`src/design/brc_pkg.sv`:
```
// Shared types and constants for the bitmap run counter.
// Used by brc_ctrl, bitmap_run_counter_top, brc_checker and the testbench top; depends on nothing.
`timescale 1ns / 1ps
`default_nettype none

package brc_pkg;

  // Fixed field widths of the block's ports.
  localparam int POS_W = 10;
  localparam int LEN_W = 11;
  localparam int RUN_W = 10;

  // Largest run count; the counter saturates here.
  localparam logic [RUN_W-1:0] RUN_LIMIT = {RUN_W{1'b1}};

  // Operation codes of an input beat.
  localparam logic OP_QUERY = 1'b0;
  localparam logic OP_SET   = 1'b1;

  // One input beat.
  typedef struct packed {
    logic             operation;
    logic [POS_W-1:0] position;
  } brc_item_t;

  // Sequencer states.
  typedef enum logic [2:0] {
    ST_CLEAR,
    ST_IDLE,
    ST_RD_LEFT,
    ST_RD_RIGHT,
    ST_UPDATE
  } brc_state_t;

endpackage

`default_nettype wire

```
`src/design/brc_ram.sv`:
```
// Generic simple dual-port RAM with one write port and one registered read port.
// Has no dependencies.
`timescale 1ns / 1ps
`default_nettype none

module brc_ram #(
  parameter int WIDTH = 1,
  parameter int DEPTH = 1024
) (
  input  wire logic                     clk,
  input  wire logic                     we,
  input  wire logic [$clog2(DEPTH)-1:0] waddr,
  input  wire logic [WIDTH-1:0]         wdata,
  input  wire logic                     re,
  input  wire logic [$clog2(DEPTH)-1:0] raddr,
  output logic      [WIDTH-1:0]         rdata
);

  logic [WIDTH-1:0] mem [DEPTH];

  // Write port.
  always_ff @(posedge clk) begin
    if (we) begin
      mem[waddr] <= wdata;
    end
  end

  // Registered read port.
  always_ff @(posedge clk) begin
    if (re) begin
      rdata <= mem[raddr];
    end
  end

endmodule

`default_nettype wire

```
`src/design/brc_ctrl.sv`:
```
// Sequencer for the bitmap run counter: clearing pass, neighbor reads,
// bit write-back and the run count register. Depends on brc_pkg.
`timescale 1ns / 1ps
`default_nettype none

module brc_ctrl #(
  parameter int MAX_LENGTH = 1024
) (
  input  wire logic                             clk,
  input  wire logic                             rst_n,
  input  wire logic                             start,
  input  wire brc_pkg::brc_item_t               item,
  input  wire logic [brc_pkg::LEN_W-1:0]        eff_len,
  output logic                                  busy,
  output logic                                  out_valid,
  output logic [brc_pkg::RUN_W-1:0]             out_run_total,
  output logic                                  ram_we,
  output logic [$clog2(MAX_LENGTH)-1:0]         ram_waddr,
  output logic                                  ram_wdata,
  output logic                                  ram_re,
  output logic [$clog2(MAX_LENGTH)-1:0]         ram_raddr,
  input  wire logic                             ram_rdata
);

  import brc_pkg::*;

  localparam int AW = $clog2(MAX_LENGTH);
  localparam logic [AW-1:0] LAST_ADDR = AW'(MAX_LENGTH - 1);

  brc_state_t       state_r, state_nxt;
  logic [AW-1:0]    clr_ptr_r, clr_ptr_nxt;
  logic [POS_W-1:0] pos_r;
  logic             center_r;
  logic             left_r;
  logic [RUN_W-1:0] run_count_r, run_count_nxt;
  logic             out_valid_r, out_valid_nxt;
  logic [RUN_W-1:0] out_run_total_r;

  logic             accept;
  logic             set_hit;
  logic [AW-1:0]    pos_a;
  logic             left_ok;
  logic             right_ok;
  logic             left_bit;
  logic             right_bit;

  // Beat acceptance and range check of a set position.
  assign accept  = start && (state_r == ST_IDLE);
  assign set_hit = accept && (item.operation == OP_SET)
                   && ({1'b0, item.position} < eff_len);

  // Neighbors count only when they lie inside the map.
  assign pos_a     = AW'(pos_r);
  assign left_ok   = (pos_r != '0);
  assign right_ok  = (({1'b0, pos_r} + LEN_W'(1)) < eff_len);
  assign left_bit  = left_r && left_ok;
  assign right_bit = ram_rdata && right_ok;

  // Next state.
  always_comb begin
    state_nxt = state_r;
    unique case (state_r)
      ST_CLEAR: begin
        if (clr_ptr_r == LAST_ADDR) state_nxt = ST_IDLE;
      end
      ST_IDLE: begin
        if (set_hit) state_nxt = ST_RD_LEFT;
      end
      ST_RD_LEFT:  state_nxt = ST_RD_RIGHT;
      ST_RD_RIGHT: state_nxt = ST_UPDATE;
      ST_UPDATE:   state_nxt = ST_IDLE;
      default:     state_nxt = ST_IDLE;
    endcase
  end

  // Memory controls for each state.
  always_comb begin
    ram_we    = 1'b0;
    ram_waddr = clr_ptr_r;
    ram_wdata = 1'b0;
    ram_re    = 1'b0;
    ram_raddr = pos_a;
    unique case (state_r)
      ST_CLEAR: begin
        ram_we = 1'b1;
      end
      ST_IDLE: begin
        ram_re    = set_hit;
        ram_raddr = AW'(item.position);
      end
      ST_RD_LEFT: begin
        ram_re    = 1'b1;
        ram_raddr = pos_a - AW'(1);
      end
      ST_RD_RIGHT: begin
        ram_re    = 1'b1;
        ram_raddr = pos_a + AW'(1);
      end
      ST_UPDATE: begin
        ram_we    = !center_r;
        ram_waddr = pos_a;
        ram_wdata = 1'b1;
      end
      default: begin
        ram_we = 1'b0;
      end
    endcase
  end

  // Clearing pointer and run count update.
  always_comb begin
    clr_ptr_nxt   = clr_ptr_r;
    run_count_nxt = run_count_r;
    if (state_r == ST_CLEAR) begin
      clr_ptr_nxt = clr_ptr_r + AW'(1);
    end
    if ((state_r == ST_UPDATE) && !center_r) begin
      if (!left_bit && !right_bit) begin
        if (run_count_r != RUN_LIMIT) run_count_nxt = run_count_r + RUN_W'(1);
      end else if (left_bit && right_bit) begin
        if (run_count_r != '0) run_count_nxt = run_count_r - RUN_W'(1);
      end
    end
  end

  assign out_valid_nxt = accept && (item.operation == OP_QUERY);

  // Control registers.
  always_ff @(posedge clk) begin
    if (!rst_n) begin
      state_r     <= ST_CLEAR;
      clr_ptr_r   <= '0;
      run_count_r <= '0;
      out_valid_r <= 1'b0;
    end else begin
      state_r     <= state_nxt;
      clr_ptr_r   <= clr_ptr_nxt;
      run_count_r <= run_count_nxt;
      out_valid_r <= out_valid_nxt;
    end
  end

  // Payload registers.
  always_ff @(posedge clk) begin
    if (set_hit) pos_r <= item.position;
    if (state_r == ST_RD_LEFT) center_r <= ram_rdata;
    if (state_r == ST_RD_RIGHT) left_r <= ram_rdata;
    if (out_valid_nxt) out_run_total_r <= run_count_r;
  end

  assign busy          = (state_r != ST_IDLE);
  assign out_valid     = out_valid_r;
  assign out_run_total = out_run_total_r;

endmodule

`default_nettype wire

```
`src/design/bitmap_run_counter_top.sv`:
```
// Top level of the bitmap run counter: configuration register, length clamp,
// sequencer and bitmap memory. Depends on brc_pkg, brc_ctrl and brc_ram.
//
// Usage:
//   Input beats are taken at a clock edge where start is high and busy is
//   low. in_operation selects a query (returns the run count) or a set of
//   the bit at in_position.
//   A query produces one result: out_valid pulses for one cycle, the cycle
//   after the beat, with out_run_total. The receiver cannot stall; each
//   result is valid for exactly that one cycle. Queries may follow each
//   other every cycle.
//   A set produces no result. It holds busy through ST_RD_LEFT, ST_RD_RIGHT
//   and ST_UPDATE after the beat, set by the single read port of the bitmap
//   memory: the bit itself and its two neighbors are read one per cycle,
//   then the bit is written back. A set outside the map length does not
//   raise busy.
//   The map length is written through cfg_valid/cfg_ready/cfg_map_length,
//   which is always ready; write it only while the block is idle.
//   After reset the bitmap is cleared by a pass over the memory, one entry
//   per cycle over all MAX_LENGTH entries, with busy held high. The run count resets
//   to zero and the map length to 1024.
`timescale 1ns / 1ps
`default_nettype none

module bitmap_run_counter_top #(
  parameter int MAX_LENGTH = 1024
) (
  input  wire logic                        clk,
  input  wire logic                        rst_n,
  input  wire logic                        start,
  output logic                             busy,
  input  wire logic                        in_operation,
  input  wire logic [brc_pkg::POS_W-1:0]   in_position,
  output logic                             out_valid,
  output logic [brc_pkg::RUN_W-1:0]        out_run_total,
  input  wire logic                        cfg_valid,
  output logic                             cfg_ready,
  input  wire logic [brc_pkg::LEN_W-1:0]   cfg_map_length
);

  import brc_pkg::*;

  localparam int AW      = $clog2(MAX_LENGTH);
  localparam int LEN_CAP = (MAX_LENGTH > 2047) ? 2047 : MAX_LENGTH;
  localparam logic [LEN_W-1:0] LEN_CAP_V   = LEN_W'(LEN_CAP);
  localparam logic [LEN_W-1:0] LEN_RESET_V = LEN_W'(1024);

  logic [LEN_W-1:0] map_length_r;
  logic [LEN_W-1:0] eff_len;
  brc_item_t        item;
  logic             ram_we;
  logic [AW-1:0]    ram_waddr;
  logic             ram_wdata;
  logic             ram_re;
  logic [AW-1:0]    ram_raddr;
  logic             ram_rdata;

  // Configuration register; a write beat is taken whenever valid is high.
  assign cfg_ready = 1'b1;

  always_ff @(posedge clk) begin
    if (!rst_n) begin
      map_length_r <= LEN_RESET_V;
    end else if (cfg_valid && cfg_ready) begin
      map_length_r <= cfg_map_length;
    end
  end

  // Usable length is the configured length clamped to the memory size.
  assign eff_len = (map_length_r > LEN_CAP_V) ? LEN_CAP_V : map_length_r;

  assign item.operation = in_operation;
  assign item.position  = in_position;

  // Sequencer and run count.
  brc_ctrl #(
    .MAX_LENGTH (MAX_LENGTH)
  ) u_ctrl (
    .clk           (clk),
    .rst_n         (rst_n),
    .start         (start),
    .item          (item),
    .eff_len       (eff_len),
    .busy          (busy),
    .out_valid     (out_valid),
    .out_run_total (out_run_total),
    .ram_we        (ram_we),
    .ram_waddr     (ram_waddr),
    .ram_wdata     (ram_wdata),
    .ram_re        (ram_re),
    .ram_raddr     (ram_raddr),
    .ram_rdata     (ram_rdata)
  );

  // Bitmap storage, one bit per position.
  brc_ram #(
    .WIDTH (1),
    .DEPTH (MAX_LENGTH)
  ) u_bitmap (
    .clk   (clk),
    .we    (ram_we),
    .waddr (ram_waddr),
    .wdata (ram_wdata),
    .re    (ram_re),
    .raddr (ram_raddr),
    .rdata (ram_rdata)
  );

endmodule

`default_nettype wire

```
`config.mk`:
```
export PLATFORM = sky130hd
export DESIGN_NAME = bitmap_run_counter_top
export DESIGN_NICKNAME = d
export VERILOG_FILES = /design/src/design/brc_pkg.sv /design/src/design/brc_ram.sv /design/src/design/brc_ctrl.sv /design/src/design/bitmap_run_counter_top.sv
export SDC_FILE = /design/constraint.sdc
export NUM_CORES = 2
export LEC_CHECK = 0
export ABC_CLOCK_PERIOD_IN_PS = 11100
export CAP_MARGIN = 40
export CORE_AREA = 2 2 310 312
export CTS_CLUSTER_DIAMETER = 150
export DETAILED_ROUTE_END_ITERATION = 16
export DIE_AREA = 0 0 312 314
export DONT_BUFFER_PORTS = 1
export PLACE_DENSITY = 0.77
export SLEW_MARGIN = 20
export SYNTH_ARGS = -nofsm -noshare
export SYNTH_HDL_FRONTEND = slang
export SYNTH_SLANG_ARGS = --single-unit
```
`constraint.sdc`:
```
create_clock -name clk -period 11.1 [get_ports clk]
set_input_delay 0.555 -clock clk [delete_from_list [all_inputs] [get_ports clk]]
set_output_delay 0.555 -clock clk [all_outputs]
set_load 0.02 [all_outputs]
```
# Word-level counts from Yosys, hierarchy flattened
# Memory sizes are Yosys's and may differ from the RTL's. A register that Yosys moved wholly into a read port is not among the register bits.
# Cells that the tools add are included.
[classes]
mux = 15
eq_ne = 10
bitwise = 1
n_addsub = 6
magnitude_cmp = 3
reduce_logical = 20
[ops]
columns = ["cell", "n"]
rows = [
  ["$mux 10", 5],
  ["$add 10x1->10 const B", 3],
  ["$pmux 10 s3", 1],
  ["$reduce_bool 10->1", 2],
  ["$sub 10x1->10 const B", 2],
  ["$pmux 3 s4", 1],
  ["$add 10x1->11 const B", 1],
  ["$gt 11x11->1 const B", 1],
  ["$lt 10x11->1", 1],
  ["$lt 11x11->1", 1],
  ["$mux 11", 1],
  ["$eq 10x10->1 const B", 1],
  ["$ne 10x10->1 const B", 1],
  ["$logic_and 1x1->1", 9],
  ["$eq 3x2->1 const B", 2],
  ["$mux 3", 2],
  ["$ne 2x1->1 const B", 2],
  ["$pmux 1 s2", 2],
  ["$reduce_and 4->1", 1],
  ["$reduce_bool 2->1", 2],
  ["$eq 3x1->1 const B", 1],
  ["$eq 3x3->1 const B", 1],
  ["$logic_not 1->1", 3],
  ["$logic_not 3->1", 1],
  ["6 further kinds", 8],
]
[word_totals]
input_bits = 26
mem_bits_rw = 1024
wordCells = 65
out_inout_bits = 13
ff_bits = 57
n_memories = 1
[mem_list]
columns = ["name", "words", "word_bits", "read_ports", "rd_clocked_by_memory_dff", "write_ports", "line_no", "source"]
rows = [
  ["u_bitmap.mem", 1024, 1, 1, 1, 1, "brc_ram.sv:19", "logic [WIDTH-1:0] mem [DEPTH];"],
]

# Depth between registers and ports, before layout
[logic_depth]
word_depth = 8
ltp_mapped = 25
depth_no_buf = 25

# By module
# Synthesis repeated with hierarchy kept, for this count alone.
[unflattened]
cells_unflattened = 3554
area_unflattened_um2 = 48651.7
[by_module_without_submodules]
columns = ["module", "cells_each", "area_each_um2", "n_inst", "seq_area_each_um2"]
rows = [
  ["brc_ram", 3112, 44666.6, 1, 30779.5],
  ["brc_ctrl", 393, 3483.3, 1, 1141.1],
  ["bitmap_run_counter_top", 49, 501.7, 1, 220.2],
]

# Least setup slack after synthesis
# Ideal clock, no wire load.
[synth_timing]
path_type = "reg2reg"
start = "register u_ctrl.state_r[1]"
end = "memory u_bitmap.mem[751], enable pin"
t_arrival_ns = 10.491
required_ns = 10.846
stages_incl_launch_ff = 12
slack_ns = 0.355
n_path_buf = 5
setup_time_ns = 0.254
synth_period_minus_slack_ns = 10.745
path_cell_list = "dfxtp_1 buf_2 nor2_1 nand2_1 inv_1 buf_2 buf_1 buf_2 o21ai_1 nand2_1 clkbuf_1 nor2_1"
[synth_between]
elab_chain_cells = 4
word_cells_on_any_way = 6
cone_classes = "eq/ne: 1; mux: 4; reduce/logical: 1"
[synth_lines]
columns = ["element", "line_no", "source"]
rows = [
  ["start, declared", "brc_ctrl.sv:30", "brc_state_t state_r, state_nxt;"],
  ["start signal, assigned", "brc_ctrl.sv:136", "state_r <= state_nxt;"],
  ["$eq 3x3->1 or $logic_not 3->1 (tied branches)", "brc_ctrl.sv:83", "unique case (state_r)"],
  ["$pmux 1 s2", "brc_ctrl.sv:83", ""],
  ["$mux 1", "brc_ram.sv:23", "if (we) begin"],
  ["$mux 1 (not written as such)", "brc_ram.sv:24", "mem[waddr] <= wdata;"],
  ["end, declared", "brc_ram.sv:19", ""],
]
# Several ways; a longest one is shown, not always the timed one.

# Worst setup path after layout
[layout_timing]
start = "register u_ctrl.state_r[2]"
end = "register u_bitmap.rdata (read register of u_bitmap.mem), data pin"
[layout_between]
elab_chain_cells = 5
word_cells_on_any_way = 9
cone_classes = "eq/ne: 3; mux: 2; reduce/logical: 4"
[layout_lines]
columns = ["element", "line_no", "source"]
rows = [
  ["$eq 3x1->1", "brc_ctrl.sv:48, brc_ctrl.sv:83", ""],
  ["$logic_and 1x1->1", "brc_ctrl.sv:48", "assign accept = start && (state_r == ST_IDLE);"],
  ["$logic_and 1x1->1", "brc_ctrl.sv:49", "assign set_hit = accept && (item.operation == OP_SET)"],
  ["$logic_and 1x1->1", "brc_ctrl.sv:50", "&& ({1'b0, item.position} < eff_len);"],
  ["$pmux 1 s2", "brc_ctrl.sv:83", ""],
  ["end, declared", "brc_ram.sv:16", "output logic [WIDTH-1:0] rdata"],
]
# Several ways; a longest one is shown, not always the timed one.
# A chain may end at the register's enable or synchronous reset.

==> results.md <==
- Status: complete, no violations
- Initial Utilization: ~53%
- #FFs+latches synth: ~1100
- Hold Startpoint: cfg_valid
- Total gr overflow: 0
- Largest net degree at the start of global routing: 300
- Multi-input gate area: between 0.015 and 0.02 mm²
- Sequential share of the synthesized area: 64.4%
- Unrepaired setup endpoints after global routing: false
- Final period util: between 50% and 60%
- Slowest cell on crit path: dfxtp_1
- Final hold slack: approximately 0.014 ns
- Core area: 0.0944 mm²
- Share of layout cells above drive strength 1: around 8.2%
- Final-stage net count: about 4500
- Number of synthesized flops with an enable pin: ~1000
- Hold Crit Class: input port to flop
- Crit-path max cell delay: approximately 0.77 ns
- Final hold vios: 0
- Vias in the first global route: 34807
- FILL cells: between 7000 and 8000
- Die Wd: around 310 µm
- Post-CTS Setup Inserts: 0
- Final WS setup: 4.85 ns
- Vias: 37264
- Post-synthesis net count: 4645
- Gr usage total: between 20% and 30%
- Setup CP Type: flop to flop
- Commonest non-fill, non-tap cells in the layout: nor2_1, edfxtp_1, nand2_1
- Rel. slew slack: 32.0%
- Fraction of registers with async set/reset: 0%
- Yosys warnings: 0
- Max-cap viol count: 0
- WP data required: approximately 12 ns
- Clock latency on the worst-skew pair: ~0.7 ns
- R2R depth: 17
- Hold_buf cts: 12
- Commonest non-fill, non-tap cell in the layout: nor2_1
- Crit path max fanout: 32
- Reg area: 0.0321 mm²
- Final Cell Area: about 0.055 mm²
- First-pass GRT wire length: 217000 µm
- Initial antenna violation count: 2
- Pleak: 17.3 nW
- CTS Sinks: ~1100
- Cts bufs inserted: 107
- Synthesized instance count: 4579
- Die ar.: around 0.098 mm²
- Dpl ws: between 5 and 6 ns
- Max-slew violations: 0
- Count of unique library cells instantiated by Yosys: 92
- Hold Path Cell Cnt: 2
- Power per cell area: 149 mW/mm²
- VDD IR max: 111 µV
- WL/cell: approximately 25 µm
- Clock Tree Root: clkbuf_16
- Final setup viols: 0
- Tmin final: between 6 and 7 ns
- Post_cts resized: 0
- HPWL Detailed: ~80000 µm
- PnR Total Power: ~0.0082 W
- Worst Max-Slew Pin Slew: slightly above 1 ns
- Setup Total Neg Slack: 0 ns
- Clock Skews: between 0.03 and 0.04 ns
- Max clock buf depth: 3
- Setup crit end kind: flop
- Die Y: between 300 and 400 µm
- I/O pins: 39
- Residual DRC: 0
- Port bufs: 0
- DRT Pass-1 Iters: 8
- Dpl cell area: roughly 0.051 mm²
- Achievable frequency: 0.160 GHz
- Drt total wl: around 150000 µm
- CP cell instances: nor2b_1 -> buf_4 -> nand2_1 -> inv_1 -> fa_1 -> nand2b_1 -> a21oi_1 -> xor2_1 -> a21oi_4 -> buf_4 -> nand2_1 -> o22a_1 -> and3_1 -> nor3_1 -> a21oi_1 -> o211ai_1 -> a22o_1
- Routability cong.: 0.916
- Area Overhead vs Synth: 9.87%
- Critical path data arrival time: 6.81 ns
- # rows: around 110
- Clock transition at path regs: 0.06 ns
- Post-route antenna net violation count: 0
- Leading register cell type out of synthesis: edfxtp_1
- Hold EP: map_length_r[10]
- 1st-iter DRT viols: 6490
- Startpoint types: flop
- Cell Area, Synth: between 0.04 and 0.05 mm²
- Worst r2r src: u_ctrl.state_r[2]
- Max H-tree Level: 3
- Reg-to-reg endpoint: u_bitmap.rdata
- TritonCTS clock tree: built
- Via density: approximately 6.4
- Synthesized area per cell: ~11 µm²
- R2r setup slk: around 4.8 ns
[power breakdown]
| part | internal, W | switching, W | total (W) | leakage, nW |
|---|---|---|---|---|
| registers | 0.00441 | 0.00000370 | 0.00442 | 8.80 |
| logic | 0.0000210 | 0.0000626 | 0.0000836 | 6.78 |
| clock network | 0.00209 | 0.00159 | 0.00368 | 1.72 |
[cells in the mapped netlist, types with 24 or more instances]
cell type  instances  share of area [%]
a31oi_1           37               0.46
a311oi_1          46               0.81
nor2_1          1123                8.4
and3_1            49               0.61
buf_2            108                1.1
nand3_1          337                3.4
a32oi_1           28               0.49
a211oi_1          49               0.74
nand4_1           24               0.30
clkbuf_1         227                1.7
o21ai_0           33               0.33
edfxtp_1        1047                 63
a21oi_1           75               0.75
mux2i_1          107                2.1
dfxtp_1           35                1.4
ha_1              38               0.95
nand2_1          806                6.1
buf_6             25               0.56
buf_4             28               0.42
[worst max-delay path, delay by kind of cell, from the launching register on]
family / cells / cell delay [ns]
buf+inv: 3 / 1.00
xor+xnor: 1 / 0.14
fa+ha+maj: 1 / 0.43
compound gates: 6 / 1.81
simple gates: 6 / 1.93
flops: 1 / 0.77
[layout make-up]
| cell class | count | area share [%] |
|---|---|---|
| Timing Repair Buffer | 136 | 2.94 |
| Sequential cell | 1082 | 58.6 |
| Inverter | 24 | 0.178 |
| Clock buffer | 126 | 5.05 |
| Multi-Input combinational cell | 3070 | 28.9 |
| Antenna cell | 1 | 0.00456 |
| Tap cell | 1265 | 2.89 |
| Clock inverter | 76 | 1.39 |
[through the flow]
| step | utilization (%) | instances |
|---|---|---|
| after detailed placement | 54.0 | 5557 |
| after global placement | 53.2 | 5511 |
| after floorplan | - | 4579 |
| final | 58.1 | 5780 |
| after CTS | 57.9 | 5771 |
| after global routing | 58.0 | 5779 |
[flip-flops by register name, indices dropped and copies added, names as in the netlist]
name / cells
u_ctrl.clr_ptr_r: 10
u_ctrl.center_r: 1
u_ctrl.out_valid: 1
u_ctrl.state_r: 3
u_ctrl.pos_a: 10
u_bitmap.mem: 1024
u_ctrl.run_count_r: 10
map_length_r: 11
u_ctrl.out_run_total: 10
u_bitmap.rdata: 1
u_ctrl.left_r: 1
[worst max path at each step]
| stage | cells past startpoint | startpoint | endpoint | slack [ns] |
|---|---|---|---|---|
| global placement | 15 | u_ctrl.state_r[1] | u_bitmap.rdata | 4.85 |
| finish | 17 | u_ctrl.state_r[2] | u_bitmap.rdata | 4.85 |
| CTS | 16 | u_ctrl.state_r[1] | u_bitmap.rdata | 5.16 |
| global route | 16 | u_ctrl.state_r[1] | u_bitmap.rdata | 4.72 |
| floorplan | 11 | u_ctrl.state_r[1] | u_bitmap.mem[751] | 0.35 |
| detailed placement | 16 | u_ctrl.state_r[1] | u_bitmap.rdata | 5.18 |
[metal layers]
layer	track usage (%)	wire (µm)	vias to the layer above
li1	-	-	15873
met1	38.3	51100	17966
met2	45.5	66500	2847
met3	7.77	20900	578
met4	15.2	8650	0
met5	0	0	-
[cell families after synthesis]
| logic type | Yosys count | share of synthesized area [%] |
|---|---|---|
| AO/OA/AOI/OAI | 441 | 6.52 |
| XOR/XNOR | 26 | 0.456 |
| adder cells (fa/ha/maj) | 40 | 1.03 |
| buffers and inverters | 427 | 4.20 |
| flip-flops | 1082 | 64.4 |
| multiplexers | 137 | 3.42 |
| other | 1 | 0.00751 |
| AND/OR/NAND/NOR | 2425 | 19.9 |
Power figures use the tool's default switching activity.
